**src/design/ldm_pkg.sv**
```systemverilog
// shared types, codes and font table of the led matrix draw engine
package ldm_pkg;

    // command modes
    localparam logic [2:0] MODE_SET   = 3'd0;
    localparam logic [2:0] MODE_GET   = 3'd1;
    localparam logic [2:0] MODE_FILL  = 3'd2;
    localparam logic [2:0] MODE_GLYPH = 3'd3;
    localparam logic [2:0] MODE_CLEAR = 3'd4;

    // configuration register indexes
    localparam int CFG_INDEX_W = 2;
    localparam int CFG_DATA_W  = 5;
    localparam logic [CFG_INDEX_W-1:0] REG_ROW_BYTES   = 2'd0;
    localparam logic [CFG_INDEX_W-1:0] REG_ROWS_IN_USE = 2'd1;

    localparam logic [2:0] ROW_BYTES_RESET   = 3'd1;
    localparam logic [4:0] ROWS_IN_USE_RESET = 5'd8;

    // default digit font, one byte per glyph row, bit 0 is the leftmost dot
    localparam int FONT_GLYPHS = 10;
    localparam int FONT_ROWS   = 10;
    localparam logic [7:0] FONT_BITS [0:FONT_GLYPHS*FONT_ROWS-1] = '{
        8'h1F, 8'h11, 8'h11, 8'h11, 8'h11, 8'h11, 8'h11, 8'h11, 8'h1F, 8'h00,
        8'h04, 8'h04, 8'h04, 8'h04, 8'h04, 8'h04, 8'h04, 8'h04, 8'h04, 8'h00,
        8'h1F, 8'h10, 8'h10, 8'h10, 8'h1F, 8'h01, 8'h01, 8'h01, 8'h1F, 8'h00,
        8'h1F, 8'h10, 8'h10, 8'h10, 8'h1F, 8'h10, 8'h10, 8'h10, 8'h1F, 8'h00,
        8'h11, 8'h11, 8'h11, 8'h11, 8'h1F, 8'h10, 8'h10, 8'h10, 8'h10, 8'h00,
        8'h1F, 8'h01, 8'h01, 8'h01, 8'h1F, 8'h10, 8'h10, 8'h10, 8'h1F, 8'h00,
        8'h1F, 8'h01, 8'h01, 8'h01, 8'h1F, 8'h11, 8'h11, 8'h11, 8'h1F, 8'h00,
        8'h1F, 8'h10, 8'h10, 8'h10, 8'h10, 8'h10, 8'h10, 8'h10, 8'h10, 8'h00,
        8'h1F, 8'h11, 8'h11, 8'h11, 8'h1F, 8'h11, 8'h11, 8'h11, 8'h1F, 8'h00,
        8'h1F, 8'h11, 8'h11, 8'h11, 8'h1F, 8'h10, 8'h10, 8'h10, 8'h1F, 8'h00
    };

    typedef struct packed {
        logic [2:0] mode;
        logic [7:0] pos_x;
        logic [7:0] pos_y;
        logic [7:0] span_w;
        logic [7:0] span_h;
        logic       level;
        logic [7:0] glyph_code;
    } cmd_t;

    typedef struct packed {
        logic pixel_level;
        logic in_bounds;
    } res_t;

    // glyph row lookup; rows and glyphs beyond the default font are blank
    function automatic logic [7:0] font_row(input logic [7:0] code, input logic [7:0] row);
        int idx;
        idx = int'(code) * FONT_ROWS + int'(row);
        if (int'(code) < FONT_GLYPHS && int'(row) < FONT_ROWS)
        begin
            return FONT_BITS[idx];
        end
        return 8'h00;
    endfunction

endpackage

```
**src/design/ldm_ram.sv**
```systemverilog
// generic single write port ram with registered read
module ldm_ram #(
    parameter int WIDTH = 8,
    parameter int DEPTH = 64
) (
    input  logic                                      clk,
    input  logic                                      wr_en,
    input  logic [((DEPTH > 1) ? $clog2(DEPTH) : 1)-1:0] wr_addr,
    input  logic [WIDTH-1:0]                          wr_data,
    input  logic [((DEPTH > 1) ? $clog2(DEPTH) : 1)-1:0] rd_addr,
    output logic [WIDTH-1:0]                          rd_data
);

    logic [WIDTH-1:0] mem [0:DEPTH-1];

    always_ff @(posedge clk)
    begin
        if (wr_en)
        begin
            mem[wr_addr] <= wr_data;
        end
        rd_data <= mem[rd_addr];
    end

endmodule

```
**src/design/led_matrix_draw_engine.sv**
```systemverilog
// top level of the led matrix draw engine: sequencer, dot walker and store
//
// usage
// - command channel: an item (cmd) is taken at a rising edge with start high
//   and busy low; busy stays high while the item is being worked on
// - result channel: done is high for exactly one cycle with result valid;
//   every item gives one result, the receiver cannot stall it
// - config channel: cfg_valid/cfg_ready with cfg_index and cfg_data; index 0
//   is row_bytes, index 1 is rows_in_use, other indexes are dropped;
//   cfg_ready is always high, writes belong in idle periods
// - timing: one dot is visited per cycle through a shared locate and
//   read-modify-write unit on the store's single write port
//   set and get: the dot is located, then read and updated in the second stage
//   fill and glyph: w*h or GLYPH_WIDTH*GLYPH_HEIGHT dots, walked row by row
//   clear, empty fills, unknown glyph codes and unused modes: answered from idle
// - reset: store reads as all dots off through per-byte valid bits, which a
//   clear item also drops; row_bytes 1, rows_in_use 8
module led_matrix_draw_engine #(
    parameter int MAX_ROW_BYTES = 4,
    parameter int MAX_ROWS      = 16,
    parameter int GLYPH_WIDTH   = 6,
    parameter int GLYPH_HEIGHT  = 10,
    parameter int GLYPH_COUNT   = 10
) (
    input  logic                                clk,
    input  logic                                rst_n,
    input  logic                                start,
    output logic                                busy,
    input  ldm_pkg::cmd_t                       cmd,
    input  logic                                cfg_valid,
    output logic                                cfg_ready,
    input  logic [ldm_pkg::CFG_INDEX_W-1:0]     cfg_index,
    input  logic [ldm_pkg::CFG_DATA_W-1:0]      cfg_data,
    output logic                                done,
    output ldm_pkg::res_t                       result
);

    import ldm_pkg::*;

    // store geometry
    localparam int DEPTH = MAX_ROW_BYTES * MAX_ROWS;
    localparam int AW    = (DEPTH > 1) ? $clog2(DEPTH) : 1;
    localparam int IW    = 10;

    typedef enum logic [2:0] {
        ST_IDLE  = 3'b001,
        ST_WALK  = 3'b010,
        ST_FLUSH = 3'b100
    } state_t;

    // control registers
    state_t             state_reg, state_next;
    logic [2:0]         row_bytes_reg, row_bytes_next;
    logic [4:0]         rows_reg, rows_next;
    logic [DEPTH-1:0]   valid_reg, valid_next;
    logic               s2_valid_reg, s2_valid_next;
    logic               fwd_en_reg, fwd_en_next;
    logic               done_reg, done_next;

    // payload registers
    logic [2:0]         mode_reg, mode_next;
    logic [7:0]         x0_reg, x0_next;
    logic [7:0]         y0_reg, y0_next;
    logic [7:0]         w_reg, w_next;
    logic [7:0]         h_reg, h_next;
    logic               lvl_reg, lvl_next;
    logic [7:0]         code_reg, code_next;
    logic [7:0]         dx_reg, dx_next;
    logic [7:0]         dy_reg, dy_next;
    logic [AW-1:0]      s2_addr_reg, s2_addr_next;
    logic [2:0]         s2_bit_reg, s2_bit_next;
    logic               s2_level_reg, s2_level_next;
    logic               s2_write_reg, s2_write_next;
    logic [AW-1:0]      fwd_addr_reg, fwd_addr_next;
    logic [7:0]         fwd_data_reg, fwd_data_next;
    logic               pix_reg, pix_next;
    logic               inb_reg, inb_next;

    // locate unit
    logic [3:0]         eff_rb;
    logic [5:0]         eff_rows;
    logic [7:0]         cx, cy;
    logic [IW-1:0]      byte_idx;
    logic               dot_inb;
    logic [7:0]         glyph_bits;
    logic               dot_level;
    logic               last_dot;

    // read-modify-write stage
    logic [7:0]         ram_rd;
    logic [7:0]         cur_byte;
    logic [7:0]         new_byte;
    logic               ram_we;

    assign cfg_ready = 1'b1;
    assign busy      = (state_reg != ST_IDLE);
    assign done      = done_reg;
    assign result    = '{pixel_level: pix_reg, in_bounds: inb_reg};

    // effective geometry saturates at the store size
    assign eff_rb   = ({1'b0, row_bytes_reg} > 4'(MAX_ROW_BYTES))
                      ? 4'(MAX_ROW_BYTES) : {1'b0, row_bytes_reg};
    assign eff_rows = ({1'b0, rows_reg} > 6'(MAX_ROWS))
                      ? 6'(MAX_ROWS) : {1'b0, rows_reg};

    // coordinates wrap at 8 bits
    assign cx       = x0_reg + dx_reg;
    assign cy       = y0_reg + dy_reg;
    assign byte_idx = IW'(cy[5:0]) * IW'(eff_rb) + IW'(cx[7:3]);
    assign dot_inb  = ({1'b0, cx} < 9'({eff_rb, 3'b000}))
                      && (cy < 8'(eff_rows))
                      && (int'(byte_idx) < DEPTH);

    assign glyph_bits = font_row(code_reg, dy_reg);
    assign dot_level  = (mode_reg == MODE_GLYPH) ? glyph_bits[dx_reg[2:0]] : lvl_reg;
    assign last_dot   = (dx_reg == w_reg - 8'd1) && (dy_reg == h_reg - 8'd1);

    // byte seen by the second stage: last write forwarded, unwritten reads 0
    always_comb
    begin
        if (fwd_en_reg && (fwd_addr_reg == s2_addr_reg))
        begin
            cur_byte = fwd_data_reg;
        end
        else if (valid_reg[s2_addr_reg])
        begin
            cur_byte = ram_rd;
        end
        else
        begin
            cur_byte = 8'h00;
        end
        new_byte              = cur_byte;
        new_byte[s2_bit_reg]  = s2_level_reg;
    end

    assign ram_we = s2_valid_reg && s2_write_reg;

    ldm_ram #(
        .WIDTH (8),
        .DEPTH (DEPTH)
    ) u_store (
        .clk     (clk),
        .wr_en   (ram_we),
        .wr_addr (s2_addr_reg),
        .wr_data (new_byte),
        .rd_addr (byte_idx[AW-1:0]),
        .rd_data (ram_rd)
    );

    // sequencer
    always_comb
    begin
        state_next     = state_reg;
        row_bytes_next = row_bytes_reg;
        rows_next      = rows_reg;
        valid_next     = valid_reg;
        s2_valid_next  = 1'b0;
        fwd_en_next    = ram_we;
        done_next      = 1'b0;
        mode_next      = mode_reg;
        x0_next        = x0_reg;
        y0_next        = y0_reg;
        w_next         = w_reg;
        h_next         = h_reg;
        lvl_next       = lvl_reg;
        code_next      = code_reg;
        dx_next        = dx_reg;
        dy_next        = dy_reg;
        s2_addr_next   = byte_idx[AW-1:0];
        s2_bit_next    = cx[2:0];
        s2_level_next  = dot_level;
        s2_write_next  = (mode_reg != MODE_GET);
        fwd_addr_next  = s2_addr_reg;
        fwd_data_next  = new_byte;
        pix_next       = pix_reg;
        inb_next       = inb_reg;

        if (cfg_valid && cfg_ready)
        begin
            case (cfg_index)
                REG_ROW_BYTES:   row_bytes_next = cfg_data[2:0];
                REG_ROWS_IN_USE: rows_next      = cfg_data[4:0];
                default:         ;
            endcase
        end

        // written byte gets its valid bit on write
        if (ram_we)
        begin
            valid_next[s2_addr_reg] = 1'b1;
        end

        case (state_reg)
            ST_IDLE:
            begin
                if (start)
                begin
                    mode_next = cmd.mode;
                    x0_next   = cmd.pos_x;
                    y0_next   = cmd.pos_y;
                    lvl_next  = cmd.level;
                    code_next = cmd.glyph_code;
                    dx_next   = 8'd0;
                    dy_next   = 8'd0;
                    pix_next  = 1'b0;
                    inb_next  = 1'b0;
                    w_next    = 8'd1;
                    h_next    = 8'd1;
                    case (cmd.mode)
                        MODE_SET, MODE_GET:
                        begin
                            state_next = ST_WALK;
                        end
                        MODE_FILL:
                        begin
                            w_next = cmd.span_w;
                            h_next = cmd.span_h;
                            if (cmd.span_w != 8'd0 && cmd.span_h != 8'd0)
                            begin
                                state_next = ST_WALK;
                            end
                            else
                            begin
                                done_next = 1'b1;
                            end
                        end
                        MODE_GLYPH:
                        begin
                            w_next = 8'(GLYPH_WIDTH);
                            h_next = 8'(GLYPH_HEIGHT);
                            if (int'(cmd.glyph_code) < GLYPH_COUNT)
                            begin
                                state_next = ST_WALK;
                            end
                            else
                            begin
                                done_next = 1'b1;
                            end
                        end
                        MODE_CLEAR:
                        begin
                            valid_next  = '0;
                            fwd_en_next = 1'b0;
                            done_next   = 1'b1;
                        end
                        default:
                        begin
                            done_next = 1'b1;
                        end
                    endcase
                end
            end
            ST_WALK:
            begin
                // issue one dot, read lands in the second stage next cycle
                s2_valid_next = dot_inb;
                if (mode_reg inside {MODE_SET, MODE_GET})
                begin
                    inb_next = dot_inb;
                end
                if (last_dot)
                begin
                    state_next = ST_FLUSH;
                end
                else if (dx_reg == w_reg - 8'd1)
                begin
                    dx_next = 8'd0;
                    dy_next = dy_reg + 8'd1;
                end
                else
                begin
                    dx_next = dx_reg + 8'd1;
                end
            end
            ST_FLUSH:
            begin
                // last dot finishes in the second stage
                if (mode_reg == MODE_GET)
                begin
                    pix_next = s2_valid_reg && cur_byte[s2_bit_reg];
                end
                done_next  = 1'b1;
                state_next = ST_IDLE;
            end
            default:
            begin
                state_next = ST_IDLE;
            end
        endcase
    end

    always_ff @(posedge clk or negedge rst_n)
    begin
        if (!rst_n)
        begin
            state_reg     <= ST_IDLE;
            row_bytes_reg <= ROW_BYTES_RESET;
            rows_reg      <= ROWS_IN_USE_RESET;
            valid_reg     <= '0;
            s2_valid_reg  <= 1'b0;
            fwd_en_reg    <= 1'b0;
            done_reg      <= 1'b0;
        end
        else
        begin
            state_reg     <= state_next;
            row_bytes_reg <= row_bytes_next;
            rows_reg      <= rows_next;
            valid_reg     <= valid_next;
            s2_valid_reg  <= s2_valid_next;
            fwd_en_reg    <= fwd_en_next;
            done_reg      <= done_next;
        end
    end

    always_ff @(posedge clk)
    begin
        mode_reg     <= mode_next;
        x0_reg       <= x0_next;
        y0_reg       <= y0_next;
        w_reg        <= w_next;
        h_reg        <= h_next;
        lvl_reg      <= lvl_next;
        code_reg     <= code_next;
        dx_reg       <= dx_next;
        dy_reg       <= dy_next;
        s2_addr_reg  <= s2_addr_next;
        s2_bit_reg   <= s2_bit_next;
        s2_level_reg <= s2_level_next;
        s2_write_reg <= s2_write_next;
        fwd_addr_reg <= fwd_addr_next;
        fwd_data_reg <= fwd_data_next;
        pix_reg      <= pix_next;
        inb_reg      <= inb_next;
    end

    // an accepted item either starts a walk or answers at once
    a_start_progress: assert property (@(posedge clk) disable iff (!rst_n)
        (start && !busy) |=> (busy || done))
        else $error("accepted item neither walked nor answered");

    // a result is only given with the sequencer in idle, never straight out of a walk
    a_done_idle: assert property (@(posedge clk) disable iff (!rst_n)
        done |-> (state_reg == ST_IDLE && $past(state_reg) != ST_WALK))
        else $error("result strobe outside the end of an item");

    // the second stage only carries dots of an item in progress
    a_s2_busy: assert property (@(posedge clk) disable iff (!rst_n)
        s2_valid_reg |-> (state_reg == ST_WALK || state_reg == ST_FLUSH))
        else $error("store access while idle");

    // forwarding only follows a store write of the previous cycle
    a_fwd_write: assert property (@(posedge clk) disable iff (!rst_n)
        fwd_en_reg |-> $past(ram_we))
        else $error("forwarded byte without a preceding write");

endmodule

```
**config.mk**
```make
export PLATFORM = sky130hd
export DESIGN_NAME = led_matrix_draw_engine
export DESIGN_NICKNAME = d
export VERILOG_FILES = /design/src/design/ldm_pkg.sv /design/src/design/ldm_ram.sv /design/src/design/led_matrix_draw_engine.sv
export SDC_FILE = /design/constraint.sdc
export NUM_CORES = 1
export LEC_CHECK = 0
export BUFFER_PORTS_ARGS = -buffer_cell sky130_fd_sc_hd__buf_2
export CAP_MARGIN = 10
export CORE_MARGIN = 2
export CORE_UTILIZATION = 60
export CTS_CLUSTER_SIZE = 14
export DETAILED_ROUTE_END_ITERATION = 10
export PLACE_DENSITY_LB_ADDON = 0.05
export SLEW_MARGIN = 20
export SYNTH_ARGS = -nofsm -noshare
export SYNTH_HDL_FRONTEND = slang
export SYNTH_HIERARCHICAL = 1
export SYNTH_SLANG_ARGS = --single-unit
```
**constraint.sdc**
```tcl
create_clock -name clk -period 5.4 [get_ports clk]
set_clock_uncertainty 0.1 [all_clocks]
set_input_delay 0.81 -clock clk [delete_from_list [all_inputs] [get_ports clk]]
set_output_delay 0.81 -clock clk [all_outputs]
set_load 0.02 [all_outputs]
```
==> impl_metrics.tcl, run 1 <==
set metrics [dict create \
    outcome "completed" \
    p_clk_frac 0.235 \
    ir_drop_uv 477.7 \
    instances_no_fill 2726 \
    cp_top_family "adder cells" \
    cts.sinks 685 \
    gr-total-overflow 0 \
    tns_ns 0 \
    synthFlopType "edfxtp_1" \
    netSwitchingFraction 0.3590 \
    cts_setup_buffers 0 \
    ys_seq_elements 685 \
    fin_crit_ns 5.266 \
    critPathMaxFanout 16 \
    pwr-share-comb 0.395 \
    portBuffers 58 \
    yosysSeqAreaShare 0.6668 \
    seqPwrFrac 0.370 \
    clockBufferDepth 3 \
    vias 17040 \
    power.total_mw 19.71 \
    timing.final.crit_share 0.9751 \
    power_leakage_nw 11.58 \
    place.gp.congestion 0.9042 \
    largest_register_ffs 512 \
    antennaDiodeCount 0 \
    path_buf_inv 1 \
    pin_count 60 \
    endpoint_kind "register" \
    grt_pass1_vias 16950 \
    firstDrtPassIters 5 \
    grt.total_usage 0.2702 \
    hp-class "in2async" \
    rr_startpoint "dy_reg[0]$_SDFFCE_PN0P_" \
    yosysUniqueCellTypes 87 \
    crit_type "reg2reg" \
    clkTransAtPathRegs_ns 0.06 \
    multiInputGateArea_um2 9343 \
    maxCapViolCount 0 \
    mappedNetlistArea_um2 29770 \
    drt-total-wl_um 67250 \
    fp.dieH_um 226.8 \
    drt_iter0_markers 1765 \
    p_per_area_nw_per_um2 594.4 \
    relSlewSlack 0.2116 \
    drive_above_1_share 0.1930 \
    die_w_um 226.8 \
    grt_pass1_wl_um 102900 \
    synthArstFlopShare 0.1139 \
    dpl.hpwl_um 43060 \
    synth_warnings 6 \
    syn-mean-instance-area_um2 15.46 \
    clock_latency_ns 0.61 \
    core_region_area_um2 48950 \
    areaGrowthSynthToFinish_pct 11.36 \
    post-place-cells 2600 \
    wl_per_cell_um 24.67 \
    crit_start "dy_reg[0]$_SDFFCE_PN0P_" \
    die_area_um2 51420 \
    final_hold_viol_count 0 \
    grt_max_degree 79 \
    worstPathArrival_ns 5.64 \
    p_switching_mw 7.075 \
    htreeDepth 3 \
    antenna_found_initial 0 \
    cp_slowest_cell "fa_1" \
    internal-power_mw 12.63 \
    start_util 0.6083 \
    setup_viol 0 \
    drv_slew 0 \
    cp.required_ns 5.77 \
    start_kind "register" \
    cts-buffers-inserted 71 \
    fp-row-count 81 \
    detail-route-antenna-nets 0 \
    synthesis.nets 2039 \
    rsz0062_at_grt "false" \
    tightestPinTransition_ns 1.174 \
    maxClockFrequency_mhz 189.9 \
    synth_edf_count 574 \
    layout.nets 2122 \
    cts_tree "yes" \
    fill_cells 3344 \
    yosysTopAreaCell "edfxtp_1" \
    root_buffer "clkbuf_16" \
    regArea_um2 19850 \
    crit_chain "ha_1 -> fa_1 -> xor2_1 -> nand2_1 -> fa_1 -> fa_1 -> fa_1 -> clkinv_2 -> mux4_2 -> mux2_2 -> o221a_2 -> nor3_1 -> o32ai_1" \
    syn_inst 1926 \
    avgViaCountPerCell 6.252 \
    slowest_delay_ns 0.58 \
    synth_area_leaders "edfxtp_1 58%, mux4_2 9.8%, dfrtp_1 6.3%" \
    cp_common_cell "fa_1" \
    drc_errors 0 \
    synth_top_area_frac 0.5789 \
]
==> path summary, 6_finish.rpt <==
path / cells past startpoint / to / slack (ns)
min in group clk: 1 / y0_reg[5]$_DFFE_PP_ / 0.28
worst max register to register: 13 / u_store/rd_data[6]$_DFF_P_ / 0.13
max in group asynchronous: 1 / s2_valid_reg$_DFF_PN0_ / 4.27
worst max-delay path: 13 / u_store/rd_data[6]$_DFF_P_ / 0.13
worst min-delay path: 1 / valid_reg[37]$_DFF_PN0_ / 0.27
worst min register to register: 1 / s2_bit_reg[0]$_DFF_P_ / 0.39
==> power by group through the flow <==
stage	logic (mW)	registers, mW	clock network, mW
global route	8.35	7.33	4.91
CTS	7.78	7.29	4.69
global placement	7.61	7.39	0
detailed placement	7.73	7.40	0
finish	7.79	7.30	4.62
floorplan	5.14	7.33	0
==> metrics by stage <==
step | utilization | hold slack [ns] | worst slack, ns | cell area, µm²
CTS | 0.6770 | 0.2570 | 0.1437 | 33140
global placement | 0.6320 | 0.3601 | 0.2197 | 30940
finish | 0.6774 | 0.2725 | 0.1344 | 33160
floorplan | - | 0.2443 | 0.6130 | 29770
global route | 0.6774 | 0.2585 | 0.02934 | 33160
detailed placement | 0.6322 | 0.3700 | 0.2319 | 30950
==> final cells by class <==
cell class / count / share of cell area
Sequential cell: 685 / 0.5988
Multi-Input combinational cell: 1094 / 0.2818
Clock buffer: 98 / 0.05977
Tap cell: 664 / 0.02506
Timing Repair Buffer: 107 / 0.02257
Clock inverter: 28 / 0.006377
Inverter: 50 / 0.005698
==> cells in the mapped netlist, types with 13 or more instances <==
master and count:
mux4_2 130, a21oi_1 102, nand3b_1 17, clkbuf_1 38, a221oi_1 13, nor2_1 228
mux2i_1 31, nand3_1 50, inv_1 49, edfxtp_1 574, xnor2_1 46, xor2_1 20
nor3_1 22, o221ai_1 13, nor4_1 14, mux2_2 22, and2_1 25, nor2b_1 28
nand2_1 75, buf_2 25, buf_4 20, dfrtp_1 75, nand2b_1 15, ha_1 46
dfxtp_1 33, o21ai_0 17
==> worst register-to-register path: cells and delay by family (launching register included) <==
family | cells | cell delay, ns
buffers and inverters | 1 | 0.32
AO/OA/AOI/OAI | 2 | 0.45
adder cells (fa/ha/maj) | 5 | 2.20
flip-flops | 1 | 0.39
XOR/XNOR | 1 | 0.36
multiplexers | 2 | 0.69
AND/OR/NAND/NOR | 2 | 0.62
==> layout by cell type, fill, tap and decap left out, types with 19 or more instances in the layout <==
cell type	instances
xnor2_1	44
mux2_2	22
and2_1	25
nand3_1	50
a21oi_1	102
clkbuf_1	20
ha_1	44
dfrtp_1	75
buf_2	57
mux4_2	130
nor2_1	228
nor3_1	19
inv_1	47
clkbuf_16	74
nand2_1	75
edfxtp_1	574
xor2_1	20
dfxtp_1	33
mux2i_1	30
buf_4	43
nor2b_1	28
==> per-layer routing <==
layer	vias to the layer above	routed length (µm)	track usage
li1	7604	-	-
met1	8734	28310	0.3805
met2	600	32930	0.4401
met3	104	4295	0.04535
met4	0	1713	0.07767
met5	-	0	0
==> kinds of logic after synthesis <==
family,synth area share
flops,0.6668
simple gates,0.08249
xor+xnor,0.01941
compound gates,0.06160
mux,0.1171
other cells,0.0001259
fa+ha+maj,0.02807
buf+inv,0.02446
==> timing repair <==
action / in CTS / in global routing
hold buffers: 0 / 0
resized for setup: 0 / 1
endpoints found under the setup margin: 0 / 5
Power figures use the tool's default switching activity.
==> inputs of run 2 (changes only) <==
==> constraint.sdc (replaced) <==
create_clock -name clk -period 5.4 [get_ports clk]
set_clock_uncertainty 0.1 [all_clocks]
set_input_delay 0.27 -clock clk [delete_from_list [all_inputs] [get_ports clk]]
set_output_delay 0.27 -clock clk [all_outputs]
set_load 0.02 [all_outputs]
==> run 2 against run 1 <==
Against the previous run: die area unchanged; critical path depth stayed put; fmax shrank 0.20%; global-route usage is 0.28 points higher; critical endpoint unchanged; largest cell class unchanged; highest routed layer unchanged.
==> impl_metrics.tcl, run 2 (synthesis gave the netlist of run 1 again) <==
set metrics [dict create \
    die_w_um 226.8 \
    cp.required_ns 5.77 \
    critPathMaxFanout 16 \
    clkTransAtPathRegs_ns 0.06 \
    place.gp.congestion 0.9042 \
    cp_common_cell "fa_1" \
    maxClockFrequency_mhz 189.5 \
    cts.sinks 685 \
    regArea_um2 19850 \
    netSwitchingFraction 0.3590 \
    final_hold_viol_count 0 \
    hp-class "in2reg" \
    drc_errors 0 \
    avgViaCountPerCell 6.227 \
    pin_count 60 \
    p_switching_mw 7.093 \
    tightestPinTransition_ns 1.143 \
    outcome "completed" \
    grt_max_degree 79 \
    portBuffers 58 \
    grt.total_usage 0.2730 \
    antenna_found_initial 0 \
    detail-route-antenna-nets 0 \
    worstPathArrival_ns 5.65 \
    grt_pass1_wl_um 104000 \
    gr-total-overflow 0 \
    drive_above_1_share 0.1885 \
    layout_commonest_cell "edfxtp_1" \
    p_clk_frac 0.234 \
    most-common-layout-cells "574 x edfxtp_1, 228 x nor2_1, 130 x mux4_2, 102 x a21oi_1" \
    grt_pass1_vias 17250 \
    fill_cells 3275 \
    areaGrowthSynthToFinish_pct 13.22 \
    maxCapViolCount 0 \
    vias 17320 \
    fp-row-count 81 \
    clockBufferDepth 3 \
    multiInputGateArea_um2 9348 \
    layout.nets 2177 \
    internal-power_mw 12.66 \
    drt_iter0_markers 1795 \
    relSlewSlack 0.2321 \
    htreeDepth 3 \
    drv_slew 0 \
    start_kind "register" \
    rsz0062_at_grt "false" \
    die_area_um2 51420 \
    slowest_delay_ns 0.58 \
    tns_ns 0 \
    crit_chain "ha_1 -> fa_1 -> xor2_1 -> nand2_1 -> fa_1 -> fa_1 -> fa_1 -> clkinv_2 -> mux4_2 -> mux2_2 -> o221a_2 -> nor3_1 -> o32ai_1" \
    power_leakage_nw 11.81 \
    antennaDiodeCount 0 \
    endpoint_kind "register" \
    cts_tree "yes" \
    p_per_area_nw_per_um2 586.0 \
    timing.final.crit_share 0.9771 \
    cp_slowest_cell "fa_1" \
    start_util 0.6083 \
    ir_drop_uv 476.9 \
    power.total_mw 19.75 \
    path_buf_inv 1 \
    wl_per_cell_um 24.51 \
    pwr-share-comb 0.397 \
    fp.dieH_um 226.8 \
    cts_setup_buffers 0 \
    core_region_area_um2 48950 \
    firstDrtPassIters 7 \
    dpl.hpwl_um 43060 \
    fin_crit_ns 5.276 \
    seqPwrFrac 0.369 \
    clock_latency_ns 0.61 \
    final_util 0.6887 \
    root_buffer "clkbuf_16" \
    largest_register_ffs 512 \
    setup_viol 0 \
    cts-buffers-inserted 71 \
    crit_type "reg2reg" \
    cp_top_family "adder cells" \
    drt-total-wl_um 68160 \
]
run 2: cell types whose count changed in the layout (fill, tap and decap cells not counted):
cell	before	now
nor3_2	4	5
nor3_1	19	18
dlygate4sd3_1	0	55
run 2: power by group through the flow:
| stage | Clock [mW] | Combinational (mW) | Sequential (mW) |
|---|---|---|---|
| detailed placement | 0 | 7.73 | 7.40 |
| CTS | 4.69 | 7.81 | 7.29 |
| global route | 4.91 | 8.39 | 7.33 |
| finish | 4.62 | 7.84 | 7.30 |
| floorplan | 0 | 5.14 | 7.33 |
| global placement | 0 | 7.61 | 7.39 |
run 2: final cells by class:
class	count	share of cell area
Clock buffer	98	0.05879
Clock inverter	28	0.006272
Inverter	50	0.005604
Multi-Input combinational cell	1094	0.2773
Sequential cell	685	0.5889
Tap cell	664	0.02464
Timing Repair Buffer	162	0.03852
run 2: worst reg2reg max path, cell delays in order (launching register included):
cell,delay (ns)
edfxtp_1,0.39
ha_1,0.23
fa_1,0.42
xor2_1,0.36
nand2_1,0.14
fa_1,0.58
fa_1,0.46
fa_1,0.53
clkinv_2,0.32
mux4_2,0.41
mux2_2,0.29
o221a_2,0.28
nor3_1,0.47
o32ai_1,0.17
run 2: what timing repair did:
action | CTS | global route
hold buffers | 55 | 0
hold endpoints to repair | 129 | 0
gates resized for setup | 0 | 1
endpoints found under the setup margin | 0 | 5
run 2: per-stage QoR:
stage | std cells | hold slack, ns | instance area [µm²] | setup WS [ns]
final | 2781 | 0.09097 | 33710 | 0.1239
after global routing | 2781 | 0.09130 | 33710 | 0.007157
after CTS | 2781 | 0.07067 | 33690 | 0.1437
after detailed placement | 2600 | 0.3483 | 30950 | 0.2319
after global placement | 2600 | 0.3470 | 30940 | 0.2197
after floorplan | 1926 | -0.1256 | 29770 | 0.6130
run 2: routing by layer:
layer  vias up  track usage  share of wire  wire length (µm)
met3       108      0.04484          0.061              4150
met4         0      0.07683          0.025              1718
met5         -            0              0                 0
met1      8870       0.3815           0.42             28720
li1       7716            -              -                 -
met2       622       0.4495           0.49             33570
run 2: final timing paths:
check,start,to,slack (ns),cells after the start
min in group asynchronous,rst_n,valid_reg[37]$_DFF_PN0_,0.28,2
max in group asynchronous,rst_n,s2_valid_reg$_DFF_PN0_,4.26,2
max reg2reg,dy_reg[0]$_SDFFCE_PN0P_,u_store/rd_data[6]$_DFF_P_,0.12,13
min,cfg_valid,rows_reg[0]$_DFFE_PN0P_,0.09,3
min reg2reg,x0_reg[0]$_DFFE_PP_,s2_bit_reg[0]$_DFF_P_,0.39,1
max,dy_reg[0]$_SDFFCE_PN0P_,u_store/rd_data[6]$_DFF_P_,0.12,13
==> inputs of run 3 (changes only) <==
Settings changed: CELL_PAD_IN_SITES_DETAIL_PLACEMENT set to 1, CELL_PAD_IN_SITES_GLOBAL_PLACEMENT set to 1, CORE_UTILIZATION 60 to 56, CTS_BUF_LIST set to sky130_fd_sc_hd__clkbuf_4.
==> run 3 against run 2 <==
Against the previous run: fmax up 1.3%; via count up 9.3%; non-clock buffer count up 76; utilization down 3.0 points; sequential cell count unchanged; total power up 1.5%; global-route usage up 3.7 points; clock power down 3%; final area up 2.7%; worst hold slack better by 0.092 ns; sequential share of layout area down 1.5 points; critical path type unchanged; critical endpoint is now u_store/rd_data[7]$_DFF_P_.
==> impl_metrics.tcl, run 3 (synthesis gave the netlist of run 1 again) <==
set metrics [dict create \
    outcome "completed" \
    fin_crit_ns 5.208 \
    ir_drop_uv 499.1 \
    cts_tree "yes" \
    multiInputGateArea_um2 9324 \
    tns_ns 0 \
    layout.nets 2357 \
    wl_per_cell_um 26.82 \
    clockBufferDepth 3 \
    vias 18930 \
    cp.required_ns 6.20 \
    power_leakage_nw 12.45 \
    maxClockFrequency_mhz 192.0 \
    final_util 0.6587 \
    drt_iter0_markers 1616 \
    place.gp.congestion 0.8531 \
    cts.sinks 685 \
    start_kind "register" \
    fill_cells 4839 \
    tightestPinTransition_ns 1.011 \
    rsz0062_at_grt "false" \
    avgViaCountPerCell 6.163 \
    grt_pass1_wl_um 124700 \
    pin_count 60 \
    htreeDepth 4 \
    areaGrowthSynthToFinish_pct 16.26 \
    gr-total-overflow 0 \
    fp.dieH_um 234.6 \
    cts_setup_buffers 0 \
    firstDrtPassIters 5 \
    maxCapViolCount 0 \
    most-common-layout-cells "574 x edfxtp_1, 266 x clkbuf_4, 228 x nor2_1, 130 x mux4_2, 122 x dlygate4sd3_1" \
    core_region_area_um2 52550 \
    drive_above_1_share 0.2475 \
    grt.total_usage 0.3104 \
    clock_latency_ns 1.00 \
    grt_pass1_vias 20500 \
    crit_type "reg2reg" \
    fp-row-count 84 \
    drv_slew 0 \
    relSlewSlack 0.3237 \
    detail-route-antenna-nets 0 \
    cts-buffers-inserted 175 \
    drt-total-wl_um 82390 \
    root_buffer "clkbuf_4" \
    layout_commonest_cell "edfxtp_1" \
    portBuffers 58 \
    p_per_area_nw_per_um2 579.5 \
    hp-class "in2reg" \
    largest_register_ffs 512 \
    clkTransAtPathRegs_ns 0.07 \
    die_w_um 234.6 \
    die_area_um2 55030 \
    antenna_found_initial 2 \
    timing.final.crit_share 0.9644 \
    grt_max_degree 76 \
    endpoint_kind "register" \
    drc_errors 0 \
    start_util 0.5666 \
    setup_viol 0 \
    final_hold_viol_count 0 \
    critPathMaxFanout 33 \
    dpl.hpwl_um 49680 \
    regArea_um2 19850 \
    worstPathArrival_ns 6.01 \
]
==> run 3: changes by cell type in the layout (fill, tap and decap cells not counted), moves of 4 or more <==
cell           previous run  this run
buf_12                    7        11
clkbuf_1                 20         0
clkbuf_16                74         0
clkbuf_4                  0       266
clkbuf_8                  4         0
clkinv_1                  9        33
clkinv_2                 14         3
diode_2                   0         4
dlygate4sd3_1            55       122
==> run 3: final cells by class <==
type / instances / area share
flip-flops and latches: 685 / 0.5735
multi-input cells: 1094 / 0.2693
repair buffers: 238 / 0.06144
clock buffers: 266 / 0.05769
well taps: 688 / 0.02487
clock inverters: 47 / 0.007373
inverters: 50 / 0.005494
diodes: 4 / 0.0002892
==> run 3: per-stage QoR <==
step / instance area (µm²) / cells / worst slack, ns / hold WS, ns / power [mW]
floorplan: 29770 / 1926 / 0.6130 / -0.1256 / 12.47
global placement: 31060 / 2630 / 0.3344 / 0.3503 / 15.17
detailed placement: 31060 / 2630 / 0.1901 / 0.3503 / 15.47
CTS: 34560 / 3066 / 0.1285 / 0.01448 / 20.04
global route: 34620 / 3072 / 0.02094 / 0.1025 / 21.00
finish: 34620 / 3072 / 0.1924 / 0.1833 / 20.06
==> run 3: routing by layer <==
metal,track usage,wire length [µm],up-vias
li1,-,-,8184
met1,0.3971,32860,9804
met2,0.5167,41630,773
met3,0.07534,5490,173
met4,0.1185,2416,0
met5,0,0,-
==> run 3: worst paths after layout <==
| kind | start | to | slack, ns | cells after the start |
|---|---|---|---|---|
| setup / recovery | dy_reg[0]$_SDFFCE_PN0P_ | u_store/rd_data[7]$_DFF_P_ | 0.19 | 17 |
| hold / removal | cmd[41] | mode_reg[0]$_DFFE_PP_ | 0.18 | 2 |
| setup reg to reg | dy_reg[0]$_SDFFCE_PN0P_ | u_store/rd_data[7]$_DFF_P_ | 0.19 | 17 |
| hold reg to reg | x0_reg[0]$_DFFE_PP_ | s2_bit_reg[0]$_DFF_P_ | 0.37 | 1 |
| max in group asynchronous | rst_n | valid_reg[61]$_DFF_PN0_ | 4.43 | 4 |
| min in group asynchronous | rst_n | state_reg[0]$_DFFE_PN1P_ | 0.33 | 3 |
==> run 3: power breakdown <==
group	leakage, nW	total [mW]	internal [mW]	switching (mW)
clock	1.35	4.50	2.31	2.19
sequential	6.59	7.29	7.02	0.263
combinational	4.51	8.28	3.14	5.14
total	12.4	20.1	12.5	7.59
==> run 3: what timing repair did <==
action | in CTS | in global routing
hold endpoints to repair | 227 | 0
hold buffers | 123 | 0
setup endpoints to repair | 0 | 3
gates resized for setup | 0 | 3
==> run 3: worst max-delay path, stage by stage (launching register included) <==
cell and delay [ns]:
edfxtp_1 0.43, ha_1 0.25, fa_1 0.42, xor2_1 0.37, nand2_1 0.15, fa_1 0.53, fa_1 0.55, inv_1 0.06
ha_1 0.27, a21o_1 0.16, a21oi_1 0.29, xnor2_2 0.18, buf_12 0.24, nand2b_1 0.29, o22ai_1 0.10, o21ai_0 0.43
o311ai_1 0.19, nand2_1 0.11
